**src/rtl/tlpt_pkg.sv**
```systemverilog
package tlpt_pkg;

    localparam int ADDR_BITS  = 16;
    localparam int FRAME_BITS = 8;
    localparam int NFF_BITS   = 9;
    localparam int COUNT_BITS = 32;

    typedef enum logic [1:0] {
        ST_CLEAR,
        ST_ACCEPT,
        ST_RESOLVE
    } t_state;

    typedef struct packed {
        logic                  hit;
        logic [FRAME_BITS-1:0] frame;
    } t_tlb_lookup;

    typedef struct packed {
        logic en;
        logic hit;
    } t_tlb_update;

endpackage

```
**src/rtl/tlpt_page_table.sv**
```systemverilog
module tlpt_page_table import tlpt_pkg::*; #(
    parameter int PAGE_COUNT = 256
) (
    input  logic                          i_clk,
    input  logic                          i_rst_n,
    input  logic [$clog2(PAGE_COUNT)-1:0] i_rd_addr,
    output logic                          o_rd_valid,
    output logic [FRAME_BITS-1:0]         o_rd_frame,
    input  logic                          i_wr_en,
    input  logic [$clog2(PAGE_COUNT)-1:0] i_wr_addr,
    input  logic [FRAME_BITS-1:0]         i_wr_frame,
    output logic                          o_ready
);

    localparam int PAGE_BITS = $clog2(PAGE_COUNT);
    localparam logic [PAGE_BITS-1:0] LAST_PAGE = PAGE_BITS'(PAGE_COUNT - 1);

    logic [FRAME_BITS:0]  r_mem [PAGE_COUNT];
    logic [FRAME_BITS:0]  r_rd_data;
    logic                 r_clearing;
    logic [PAGE_BITS-1:0] r_clr_idx;

    // clearing sweep after reset
    always_ff @(posedge i_clk) begin
        if (!i_rst_n) begin
            r_clearing <= 1'b1;
            r_clr_idx  <= '0;
        end else if (r_clearing) begin
            r_clr_idx <= r_clr_idx + 1'b1;
            if (r_clr_idx == LAST_PAGE) begin
                r_clearing <= 1'b0;
            end
        end
    end

    always_ff @(posedge i_clk) begin
        if (r_clearing) begin
            r_mem[r_clr_idx] <= '0;
        end else if (i_wr_en) begin
            r_mem[i_wr_addr] <= {1'b1, i_wr_frame};
        end
        r_rd_data <= r_mem[i_rd_addr];
    end

    assign o_rd_valid = r_rd_data[FRAME_BITS];
    assign o_rd_frame = r_rd_data[FRAME_BITS-1:0];
    assign o_ready    = !r_clearing;

endmodule

```
**src/rtl/tlpt_tlb.sv**
```systemverilog
module tlpt_tlb import tlpt_pkg::*; #(
    parameter int TLB_ENTRIES = 16,
    parameter int PAGE_BITS   = 8
) (
    input  logic                  i_clk,
    input  logic                  i_rst_n,
    input  logic [PAGE_BITS-1:0]  i_page,
    input  t_tlb_update           i_upd,
    input  logic [FRAME_BITS-1:0] i_fill_frame,
    output t_tlb_lookup           o_lookup
);

    localparam int IDX_BITS = $clog2(TLB_ENTRIES);
    localparam logic [IDX_BITS-1:0] RANK_MAX = IDX_BITS'(TLB_ENTRIES - 1);

    logic [PAGE_BITS-1:0]  r_page  [TLB_ENTRIES];
    logic [FRAME_BITS-1:0] r_frame [TLB_ENTRIES];
    logic [IDX_BITS-1:0]   r_rank  [TLB_ENTRIES];
    logic [TLB_ENTRIES-1:0] r_valid;

    logic [TLB_ENTRIES-1:0] w_hit_vec;
    logic [IDX_BITS-1:0]    w_hit_idx;
    logic                   w_found_inv;
    logic [IDX_BITS-1:0]    w_inv_idx;
    logic [IDX_BITS-1:0]    w_lru_idx;
    logic [IDX_BITS-1:0]    w_target;
    logic [IDX_BITS-1:0]    w_old_rank;
    logic                   w_was_valid;

    always_comb begin
        w_hit_vec   = '0;
        w_hit_idx   = '0;
        w_found_inv = 1'b0;
        w_inv_idx   = '0;
        w_lru_idx   = '0;
        for (int j = 0; j < TLB_ENTRIES; j++) begin
            w_hit_vec[j] = r_valid[j] && (r_page[j] == i_page);
        end
        // lowest index wins
        for (int j = TLB_ENTRIES - 1; j >= 0; j--) begin
            if (w_hit_vec[j]) begin
                w_hit_idx = IDX_BITS'(j);
            end
            if (!r_valid[j]) begin
                w_found_inv = 1'b1;
                w_inv_idx   = IDX_BITS'(j);
            end
            if (r_rank[j] == RANK_MAX) begin
                w_lru_idx = IDX_BITS'(j);
            end
        end
    end

    always_comb begin
        if (i_upd.hit) begin
            w_target = w_hit_idx;
        end else if (w_found_inv) begin
            w_target = w_inv_idx;
        end else begin
            w_target = w_lru_idx;
        end
        w_old_rank  = r_rank[w_target];
        w_was_valid = r_valid[w_target];
    end

    assign o_lookup.hit   = |w_hit_vec;
    assign o_lookup.frame = r_frame[w_hit_idx];

    always_ff @(posedge i_clk) begin
        if (!i_rst_n) begin
            r_valid <= '0;
            for (int j = 0; j < TLB_ENTRIES; j++) begin
                r_rank[j] <= '0;
            end
        end else if (i_upd.en) begin
            for (int j = 0; j < TLB_ENTRIES; j++) begin
                if (IDX_BITS'(j) == w_target) begin
                    r_rank[j]  <= '0;
                    r_valid[j] <= 1'b1;
                end else if (r_valid[j] && (!w_was_valid || r_rank[j] < w_old_rank)) begin
                    r_rank[j] <= r_rank[j] + 1'b1;
                end
            end
        end
    end

    always_ff @(posedge i_clk) begin
        if (i_upd.en && !i_upd.hit) begin
            r_page[w_target]  <= i_page;
            r_frame[w_target] <= i_fill_frame;
        end
    end

endmodule

```
**src/rtl/tlb_lru_page_translator.sv**
```systemverilog
// Translates a 16-bit logical address (page above OFFSET_BITS, offset below) through a
// TLB_ENTRIES-entry fully associative TLB with LRU replacement, backed by a PAGE_COUNT-entry
// page table in one synchronous memory; unmapped pages get the next free frame in order.
// PAGE_COUNT must be a power of two, the page number is taken modulo PAGE_COUNT. After reset
// the page table is swept clear and no item is accepted during the sweep. Each item then
// passes through ST_ACCEPT, which captures the address and reads the page table, and
// ST_RESOLVE, which compares the TLB, resolves the frame and writes back the table and the
// LRU ranks. A result that is not taken holds the next item in ST_RESOLVE until it leaves
// the output register. Result tuser bit 0 is the TLB hit flag, bit 1 the page fault flag.
module tlb_lru_page_translator import tlpt_pkg::*; #(
    parameter int TLB_ENTRIES = 16,
    parameter int PAGE_COUNT  = 256,
    parameter int OFFSET_BITS = 8
) (
    input  logic        i_clk,
    input  logic        i_rst_n,
    input  logic        i_s_axis_tvalid,
    output logic        o_s_axis_tready,
    input  logic [15:0] i_s_axis_tdata,   // logical_address
    output logic        o_m_axis_tvalid,
    input  logic        i_m_axis_tready,
    output logic [79:0] o_m_axis_tdata,   // physical_address, hit_total, fault_total
    output logic [1:0]  o_m_axis_tuser    // tlb_hit, page_fault
);

    localparam int PAGE_BITS = $clog2(PAGE_COUNT);

    t_state r_state;
    t_state n_state;

    logic [PAGE_BITS-1:0]   r_page;
    logic [OFFSET_BITS-1:0] r_offset;
    logic [NFF_BITS-1:0]    r_nff;
    logic [COUNT_BITS-1:0]  r_hit_cnt;
    logic [COUNT_BITS-1:0]  r_fault_cnt;
    logic                   r_out_valid;
    logic [79:0]            r_out_data;
    logic [1:0]             r_out_user;

    logic [31:0]            w_shifted;
    logic [PAGE_BITS-1:0]   w_in_page;
    logic [PAGE_BITS-1:0]   w_rd_addr;
    logic                   w_tbl_ready;
    logic                   w_tbl_valid;
    logic [FRAME_BITS-1:0]  w_tbl_frame;
    t_tlb_lookup            w_lookup;
    t_tlb_update            w_upd;
    logic                   w_accept;
    logic                   w_proceed;
    logic                   w_fault;
    logic [FRAME_BITS-1:0]  w_frame;
    logic [31:0]            w_phys;
    logic [COUNT_BITS-1:0]  w_hit_next;
    logic [COUNT_BITS-1:0]  w_fault_next;

    assign w_shifted = {16'b0, i_s_axis_tdata} >> OFFSET_BITS;
    assign w_in_page = w_shifted[PAGE_BITS-1:0];
    assign w_rd_addr = (r_state == ST_ACCEPT) ? w_in_page : r_page;

    tlpt_page_table #(
        .PAGE_COUNT(PAGE_COUNT)
    ) u_table (
        .i_clk      (i_clk),
        .i_rst_n    (i_rst_n),
        .i_rd_addr  (w_rd_addr),
        .o_rd_valid (w_tbl_valid),
        .o_rd_frame (w_tbl_frame),
        .i_wr_en    (w_proceed && w_fault),
        .i_wr_addr  (r_page),
        .i_wr_frame (w_frame),
        .o_ready    (w_tbl_ready)
    );

    tlpt_tlb #(
        .TLB_ENTRIES(TLB_ENTRIES),
        .PAGE_BITS  (PAGE_BITS)
    ) u_tlb (
        .i_clk        (i_clk),
        .i_rst_n      (i_rst_n),
        .i_page       (r_page),
        .i_upd        (w_upd),
        .i_fill_frame (w_frame),
        .o_lookup     (w_lookup)
    );

    always_comb begin
        n_state = r_state;
        case (r_state)
            ST_CLEAR: begin
                if (w_tbl_ready) begin
                    n_state = ST_ACCEPT;
                end
            end
            ST_ACCEPT: begin
                if (i_s_axis_tvalid) begin
                    n_state = ST_RESOLVE;
                end
            end
            ST_RESOLVE: begin
                if (!r_out_valid || i_m_axis_tready) begin
                    n_state = ST_ACCEPT;
                end
            end
            default: begin
                n_state = ST_CLEAR;
            end
        endcase
    end

    always_comb begin
        w_accept  = 1'b0;
        w_proceed = 1'b0;
        case (r_state)
            ST_ACCEPT: begin
                w_accept = i_s_axis_tvalid;
            end
            ST_RESOLVE: begin
                w_proceed = !r_out_valid || i_m_axis_tready;
            end
            default: begin
                w_accept  = 1'b0;
                w_proceed = 1'b0;
            end
        endcase
    end

    assign o_s_axis_tready = (r_state == ST_ACCEPT);

    always_comb begin
        w_fault = !w_lookup.hit && !w_tbl_valid;
        if (w_lookup.hit) begin
            w_frame = w_lookup.frame;
        end else if (w_tbl_valid) begin
            w_frame = w_tbl_frame;
        end else begin
            w_frame = r_nff[FRAME_BITS-1:0];
        end
        w_upd.en     = w_proceed;
        w_upd.hit    = w_lookup.hit;
        w_phys       = ({24'b0, w_frame} << OFFSET_BITS) | 32'(r_offset);
        w_hit_next   = r_hit_cnt + COUNT_BITS'(w_lookup.hit);
        w_fault_next = r_fault_cnt + COUNT_BITS'(w_fault);
    end

    always_ff @(posedge i_clk) begin
        if (!i_rst_n) begin
            r_state     <= ST_CLEAR;
            r_nff       <= '0;
            r_hit_cnt   <= '0;
            r_fault_cnt <= '0;
            r_out_valid <= 1'b0;
        end else begin
            r_state <= n_state;
            if (w_proceed) begin
                r_out_valid <= 1'b1;
                r_hit_cnt   <= w_hit_next;
                r_fault_cnt <= w_fault_next;
                if (w_fault) begin
                    r_nff <= r_nff + 1'b1;
                end
            end else if (i_m_axis_tready) begin
                r_out_valid <= 1'b0;
            end
        end
    end

    always_ff @(posedge i_clk) begin
        if (w_accept) begin
            r_page   <= w_in_page;
            r_offset <= i_s_axis_tdata[OFFSET_BITS-1:0];
        end
        if (w_proceed) begin
            r_out_data <= {w_fault_next, w_hit_next, w_phys[15:0]};
            r_out_user <= {w_fault, w_lookup.hit};
        end
    end

    assign o_m_axis_tvalid = r_out_valid;
    assign o_m_axis_tdata  = r_out_data;
    assign o_m_axis_tuser  = r_out_user;

    a_hold_on_stall: assert property (@(posedge i_clk) disable iff (!i_rst_n)
        (r_state == ST_RESOLVE && r_out_valid && !i_m_axis_tready) |=> r_state == ST_RESOLVE)
        else $error("resolve left while result stalled");

    a_hit_xor_fault: assert property (@(posedge i_clk) disable iff (!i_rst_n)
        o_m_axis_tvalid |-> !(o_m_axis_tuser[0] && o_m_axis_tuser[1]))
        else $error("hit and fault flagged together");

    a_hit_count: assert property (@(posedge i_clk) disable iff (!i_rst_n)
        (w_proceed && w_lookup.hit) |=> r_hit_cnt == $past(r_hit_cnt) + 1'b1)
        else $error("hit total not advanced");

    a_fault_frame: assert property (@(posedge i_clk) disable iff (!i_rst_n)
        (w_proceed && w_fault) |=> r_nff == $past(r_nff) + 1'b1)
        else $error("free frame not advanced on fault");

    a_no_accept_clear: assert property (@(posedge i_clk) disable iff (!i_rst_n)
        !w_tbl_ready |-> !o_s_axis_tready)
        else $error("item accepted during table clear");

endmodule

```
**config.mk**
```make
export PLATFORM = sky130hd
export DESIGN_NAME = tlb_lru_page_translator
export DESIGN_NICKNAME = d
export VERILOG_FILES = /design/src/rtl/tlpt_pkg.sv /design/src/rtl/tlpt_page_table.sv /design/src/rtl/tlpt_tlb.sv /design/src/rtl/tlb_lru_page_translator.sv
export SDC_FILE = /design/constraint.sdc
export NUM_CORES = 2
export LEC_CHECK = 0
export BUFFER_PORTS_ARGS = -buffer_cell sky130_fd_sc_hd__buf_2
export CELL_PAD_IN_SITES_DETAIL_PLACEMENT = 0
export CELL_PAD_IN_SITES_GLOBAL_PLACEMENT = 1
export CORE_MARGIN = 4
export CORE_UTILIZATION = 50
export CTS_CLUSTER_SIZE = 16
export DETAILED_ROUTE_END_ITERATION = 8
export PLACE_DENSITY_LB_ADDON = 0.1
export SLEW_MARGIN = 10
export SYNTH_ARGS = -nofsm -noshare
export SYNTH_HDL_FRONTEND = slang
export SYNTH_SLANG_ARGS = --single-unit
```
**constraint.sdc**
```tcl
create_clock -name i_clk -period 8.4 [get_ports i_clk]
set_input_delay 1.26 -clock i_clk [delete_from_list [all_inputs] [get_ports i_clk]]
set_output_delay 1.26 -clock i_clk [all_outputs]
set_load 0.01 [all_outputs]
```
# Word-level counts from Yosys, hierarchy flattened
# Memory sizes are Yosys's and may differ from the RTL's. A register that Yosys moved wholly into a read port is not among the register bits.
# Index checks and enable logic that the tools add are counted.
dict set report classes {
  eq_ne 53
  bitwise_logic 33
  n_reduce_logical 79
  n_lt_le_gt_ge 17
  muxes 268
  n_addsub 20
}
# op n
set op_table {}
lappend op_table {{4-bit 2-to-1 mux} 82}
lappend op_table {{1-bit 2-to-1 mux} 176}
lappend op_table {{8-bit == test} 16}
lappend op_table {{32-bit by 1-bit adder with 32-bit output} 2}
lappend op_table {{4-bit by 1-bit adder with 4-bit output (second input constant)} 16}
lappend op_table {{4-bit == test (second input constant)} 16}
lappend op_table {{4-bit < comparator} 16}
lappend op_table {{1-bit logical AND} 35}
lappend op_table {{2-bit AND reduction} 17}
lappend op_table {{4-bit == test (first input constant)} 8}
lappend op_table {{8-bit 2-to-1 mux} 4}
lappend op_table {{1-bit OR} 32}
lappend op_table {{1-bit logical OR} 17}
lappend op_table {{3-bit by 4-bit == test with 1-bit output (first input constant)} 4}
lappend op_table {{16-bit by 8-bit OR with 16-bit output} 1}
lappend op_table {{16-bit OR reduction} 1}
lappend op_table {{9-bit by 1-bit adder with 9-bit output (second input constant)} 1}
lappend op_table {{9-bit 2-to-1 mux} 1}
lappend op_table {{9-bit OR reduction} 1}
lappend op_table {{8-bit by 1-bit adder with 8-bit output (second input constant)} 1}
lappend op_table {{2-bit by 4-bit == test with 1-bit output (first input constant)} 2}
lappend op_table {{8-bit == test (second input constant)} 1}
lappend op_table {{2-bit 2-to-1 mux} 3}
lappend op_table {{2-bit inequality test (second input constant)} 3}
lappend op_table {{11 further kinds} 14}
dict set report totals {
  mem_count 4
  ram_bits 2624
  register_bits 199
  output_inout_bits 84
  in_bits 20
}
# memory depth word_bits read_ports rd_clocked_by_memory_dff wr line_no
set memory_table {}
lappend memory_table {u_table.r_mem 256 9 1 1 1 tlpt_page_table.sv:18} ;# logic [FRAME_BITS:0] r_mem [PAGE_COUNT];
lappend memory_table {u_tlb.r_frame 16 8 1 0 1 tlpt_tlb.sv:17} ;# logic [FRAME_BITS-1:0] r_frame [TLB_ENTRIES];
lappend memory_table {u_tlb.r_page 16 8 16 0 1 tlpt_tlb.sv:16} ;# logic [PAGE_BITS-1:0] r_page [TLB_ENTRIES];
lappend memory_table {u_tlb.r_rank 16 4 17 0 16 tlpt_tlb.sv:18} ;# logic [IDX_BITS-1:0] r_rank [TLB_ENTRIES];

# Depth between registers and ports, before layout
# An unclocked memory read counts as a cell.
dict set report logic_depth {
  depth_word 31
  mapped_depth 28
  mapped_depth_nobuf 24
}

# By module
# A second synthesis with hierarchy kept.
dict set report unflattened {
  hier_cells 6432
  area_unflattened_um2 115157.9
}
# mod cells_each n_inst area_each_um2
set modules_own_cells {}
lappend modules_own_cells {tlpt_page_table 4234 1 89696.0}
lappend modules_own_cells {tlpt_tlb 1443 1 17501.8}
lappend modules_own_cells {tlb_lru_page_translator 755 1 7960.1}

# Worst setup path after synthesis
# No wires, ideal clock.
dict set report synth_path {
  path_type {register -> register}
  startpoint {register r_page[6]}
  endpoint {memory u_table.r_mem[0][7] (netlist name) (data pin)}
  t_arrival_ps 8065
  path_stages_with_launch 16
  path_slack_ps -532
  n_path_buf 3
  required_ps 7533
  setup_time_ps 867
  synth_period_minus_slack_ps 8932
  cell_sequence {edfxtp_1 -> buf_4 -> buf_2 -> xor2_1 -> nor3_1 -> nand4_1 -> nand2_1 -> nor2_1 -> nand2_1 -> nor3_2 -> inv_1 -> nor3_2 -> nand2_1 -> inv_2 -> buf_2 -> and2_1}
}
# element line_no
set synth_lines {}
lappend synth_lines {{start, declared} tlb_lru_page_translator.sv:31} ;# logic [PAGE_BITS-1:0] r_page;
lappend synth_lines {{start signal, assigned} tlb_lru_page_translator.sv:169} ;# r_page <= w_in_page;
lappend synth_lines {{end, declared} tlpt_page_table.sv:18}

==> flow_metrics.py <==
metrics = {
    "detailed_routing": {
        "wl_met2_mm": 138,
        "ant_nets": 0,
        "vias_per_cell": 6.13,
        "drt_iter0_drc": 6305,
        "drt-met1-wl_mm": 125,
        "top_layer": "met4",
        "wl_per_cell_um": 29.3,
        "num_vias": 60600,
        "wl_mm": 290,
        "drc": 0,
        "dr.pass1.iters": 5,
        "wl_met3_mm": 20.3,
    },
    "synthesis": {
        "synthesis.nets": 6541,
        "synth-edff-count": 2722,
        "synthArstFlopShare_pct": 0,
        "synth_area_sq_um": 115000,
        "ys_types": 76,
        "seq_area_frac_synth_pct": 72.9,
        "yosysWarningCount": 0,
        "ys_ff_latch": 2831,
        "synthFlopType": "edfxtp_1",
        "avgSynthCellArea_sq_um": 17.8,
        "syn_inst": 6451,
    },
    "setup_path": {
        "crit_path_max_incr_delay_ps": 1080,
        "crit_family": "simple AND/OR/NAND/NOR gates",
        "start_kind": "flip-flop",
        "cp.arrival_ps": 7750,
        "crit_top_cell": "nand2_1",
        "path_cells": "xor2_1, nor4_1, nand4_1, nand2_1, nor2_1, nand2_1, nor3_2, inv_1, nor3_2, nand2_1, inv_8, buf_4, o21ai_1, nand2_1, nor2_1",
        "cp_max_fo": 67,
        "worstSetupPathType": "reg -> reg",
        "crit_buf_inv": 3,
        "crit_slowest_cell": "edfxtp_1",
        "end_kind": "flip-flop",
        "crit_required_ps": 8910,
    },
    "global_route": {
        "antenna_found_initial": 9,
        "grt_usage_pct": 24.4,
        "grt_overflow": 0,
        "grt_pass1_vias": 60800,
        "grt_start_max_net_pins": 193,
        "grt_pass1_wl_mm": 425,
    },
    "floorplan": {
        "design.core.area_sq_um": 228000,
        "dieArea_sq_um": 238000,
        "num_rows": 175,
        "die_w_um": 488,
        "start_util_pct": 50.4,
        "die_h_um": 488,
        "ioPinCount": 104,
    },
    "clock_tree": {
        "clockRootBuffer": "clkbuf_16",
        "cts_resized": 0,
        "cts_tree": "yes",
        "clkSinkCount": 2831,
        "htreeDepth": 5,
        "cts_buffers": 311,
        "insertion_delay_ps": 940,
        "postCtsHoldBufs": 0,
        "path_clk_slew_ps": 60,
        "clockBufferDepth": 4,
        "cts_setup_buffers": 0,
    },
    "placement": {
        "port_buffers": 103,
        "pre_cts_ws_ps": 1100,
        "dp_hpwl_mm": 173,
        "globalplace.congestion": 0.851,
        "place_area_sq_um": 120000,
    },
    "final_layout": {
        "fill_cells": 17300,
        "area_growth_pct": 12.5,
        "drive_gt1_share_pct": 19.5,
        "design_area_sq_um": 129000,
        "final_common_cell": "edfxtp_1",
        "mostFrequentLayoutCells": "edfxtp_1 (2,722), mux4_2 (576), nand2_1 (471)",
        "fin_nets": 6747,
    },
    "sta": {
        "setup_ws_ps": 1160,
        "max_slew_margin_pct": 16.0,
        "fin_crit_ps": 7240,
        "rsz0062_at_grt": "no",
        "setup_viol": 0,
        "hold_viol": 0,
        "finClkSkew_ps": 59.5,
        "tns_ps": 0,
        "slew_violations": 0,
        "fmax_mhz": 138,
        "worst_pin_slew_ps": 1260,
        "post-route-period-util_pct": 86.2,
    },
    "power_and_ir_drop": {
        "finalPower_mw": 28.7,
        "ir_worst_vdd_mv": 0.179,
        "static-leakage-power_nw": 39.7,
        "p_per_area_nw_per_um2": 221,
    },
    "status": {
        "outcome": "completed",
    },
    "run": {
        "maxCapViolCount": 0,
    },
    "worst_hold_path": {
        "hp-class": "reg -> reg",
    },
}
## logic make-up (layout without fill, tap and decap cells)
family / Yosys count / after routing / share of synthesized area, %
buffers and inverters: 389 / 812 / 1.38
flip-flops: 2831 / 2831 / 72.9
other: 0 / 6 / 0
AND/OR/NAND/NOR: 1449 / 1449 / 5.99
multiplexers: 737 / 737 / 12.7
AO/OA/AOI/OAI: 698 / 698 / 4.15
XOR/XNOR: 277 / 277 / 2.11
adder cells (fa/ha/maj): 70 / 70 / 0.761
## per-layer routing
metal	up-vias	global-route usage (%)
met3	367	4.18
met1	31900	35.9
met2	2152	38.4
li1	26100	-
met5	-	0
met4	0	5.66
## registers in the layout, indices dropped and copies added (netlist names)
| register | flops |
|---|---|
| u_tlb.r_valid | 16 |
| o_m_axis_tuser | 2 |
| u_table.r_rd_data | 9 |
| u_tlb.r_page | 128 |
| o_m_axis_tdata | 80 |
| u_table.r_clearing | 1 |
| u_table.r_clr_idx | 8 |
| r_page | 8 |
| r_hit_cnt | 32 |
| r_offset | 8 |
| u_table.r_mem | 2304 |
| r_fault_cnt | 32 |
| r_state | 2 |
| u_tlb.r_frame | 128 |
| u_tlb.r_rank | 64 |
| r_nff | 8 |
| o_m_axis_tvalid | 1 |
## final timing paths
path	startpoint	end	slack [ps]	depth (start not counted)
worst max register to register	r_page[0]$_DFFE_PP_	u_table.r_mem[127][1]$_DFFE_PP_	1160	15
worst max-delay path	r_page[0]$_DFFE_PP_	u_table.r_mem[127][1]$_DFFE_PP_	1160	15
worst min register to register	r_offset[7]$_DFFE_PP_	o_m_axis_tdata[7]$_DFFE_PP_	420	0
worst min-delay path	r_offset[7]$_DFFE_PP_	o_m_axis_tdata[7]$_DFFE_PP_	420	0
## where the power goes
part	switching [mW]	internal, mW
clock network	5.33	7.85
logic	0.126	0.0577
registers	0.0276	15.3
total	5.48	23.2
## cell usage after synthesis, drive strengths merged (82+ instances only)
cell type / number / share of area [%]
a211oi: 199 / 1.3
a21oi: 114 / 0.50
a31oi: 82 / 0.45
and2: 246 / 1.3
buf: 134 / 0.55
clkbuf: 239 / 0.78
dfxtp: 109 / 1.9
edfxtp: 2722 / 71
mux2i: 138 / 1.2
mux4: 576 / 11
nand2: 484 / 1.6
nand3: 107 / 0.47
nor2: 335 / 1.1
o21ai: 100 / 0.43
xnor2: 202 / 1.5
## worst reg2reg max path: stages (launching register included)
cell and delay (ps):
edfxtp_1 1080, xor2_1 180, nor4_1 340, nand4_1 270
nand2_1 390, nor2_1 130, nand2_1 140, nor3_2 60
inv_1 280, nor3_2 190, nand2_1 340, inv_8 210
buf_4 470, o21ai_1 1040, nand2_1 700, nor2_1 1000
## layout make-up
class                   count  area [sq um]  area share [%]
flip-flops and latches   2831         83900            64.8
diodes                      6          15.0          0.0116
well taps                3009          3760            2.91
clock buffers             374          8150            6.29
repair buffers            266          2170            1.68
inverters                  16          72.6          0.0561
clock inverters           156          1560            1.21
multi-input cells        3231         29800            23.0
## metrics by stage
step           utilization, %  hold slack, ps  std cells
2_1_floorplan               -             400       6451
5_1_grt                  56.7             423       9887
4_1_cts                  56.7             418       9883
3_5_place_dp             52.5             405       9353
3_3_place_gp             52.5             400       9351
6_report                 56.7             417       9889
Note: power is estimated with default switching activity, not from simulation.
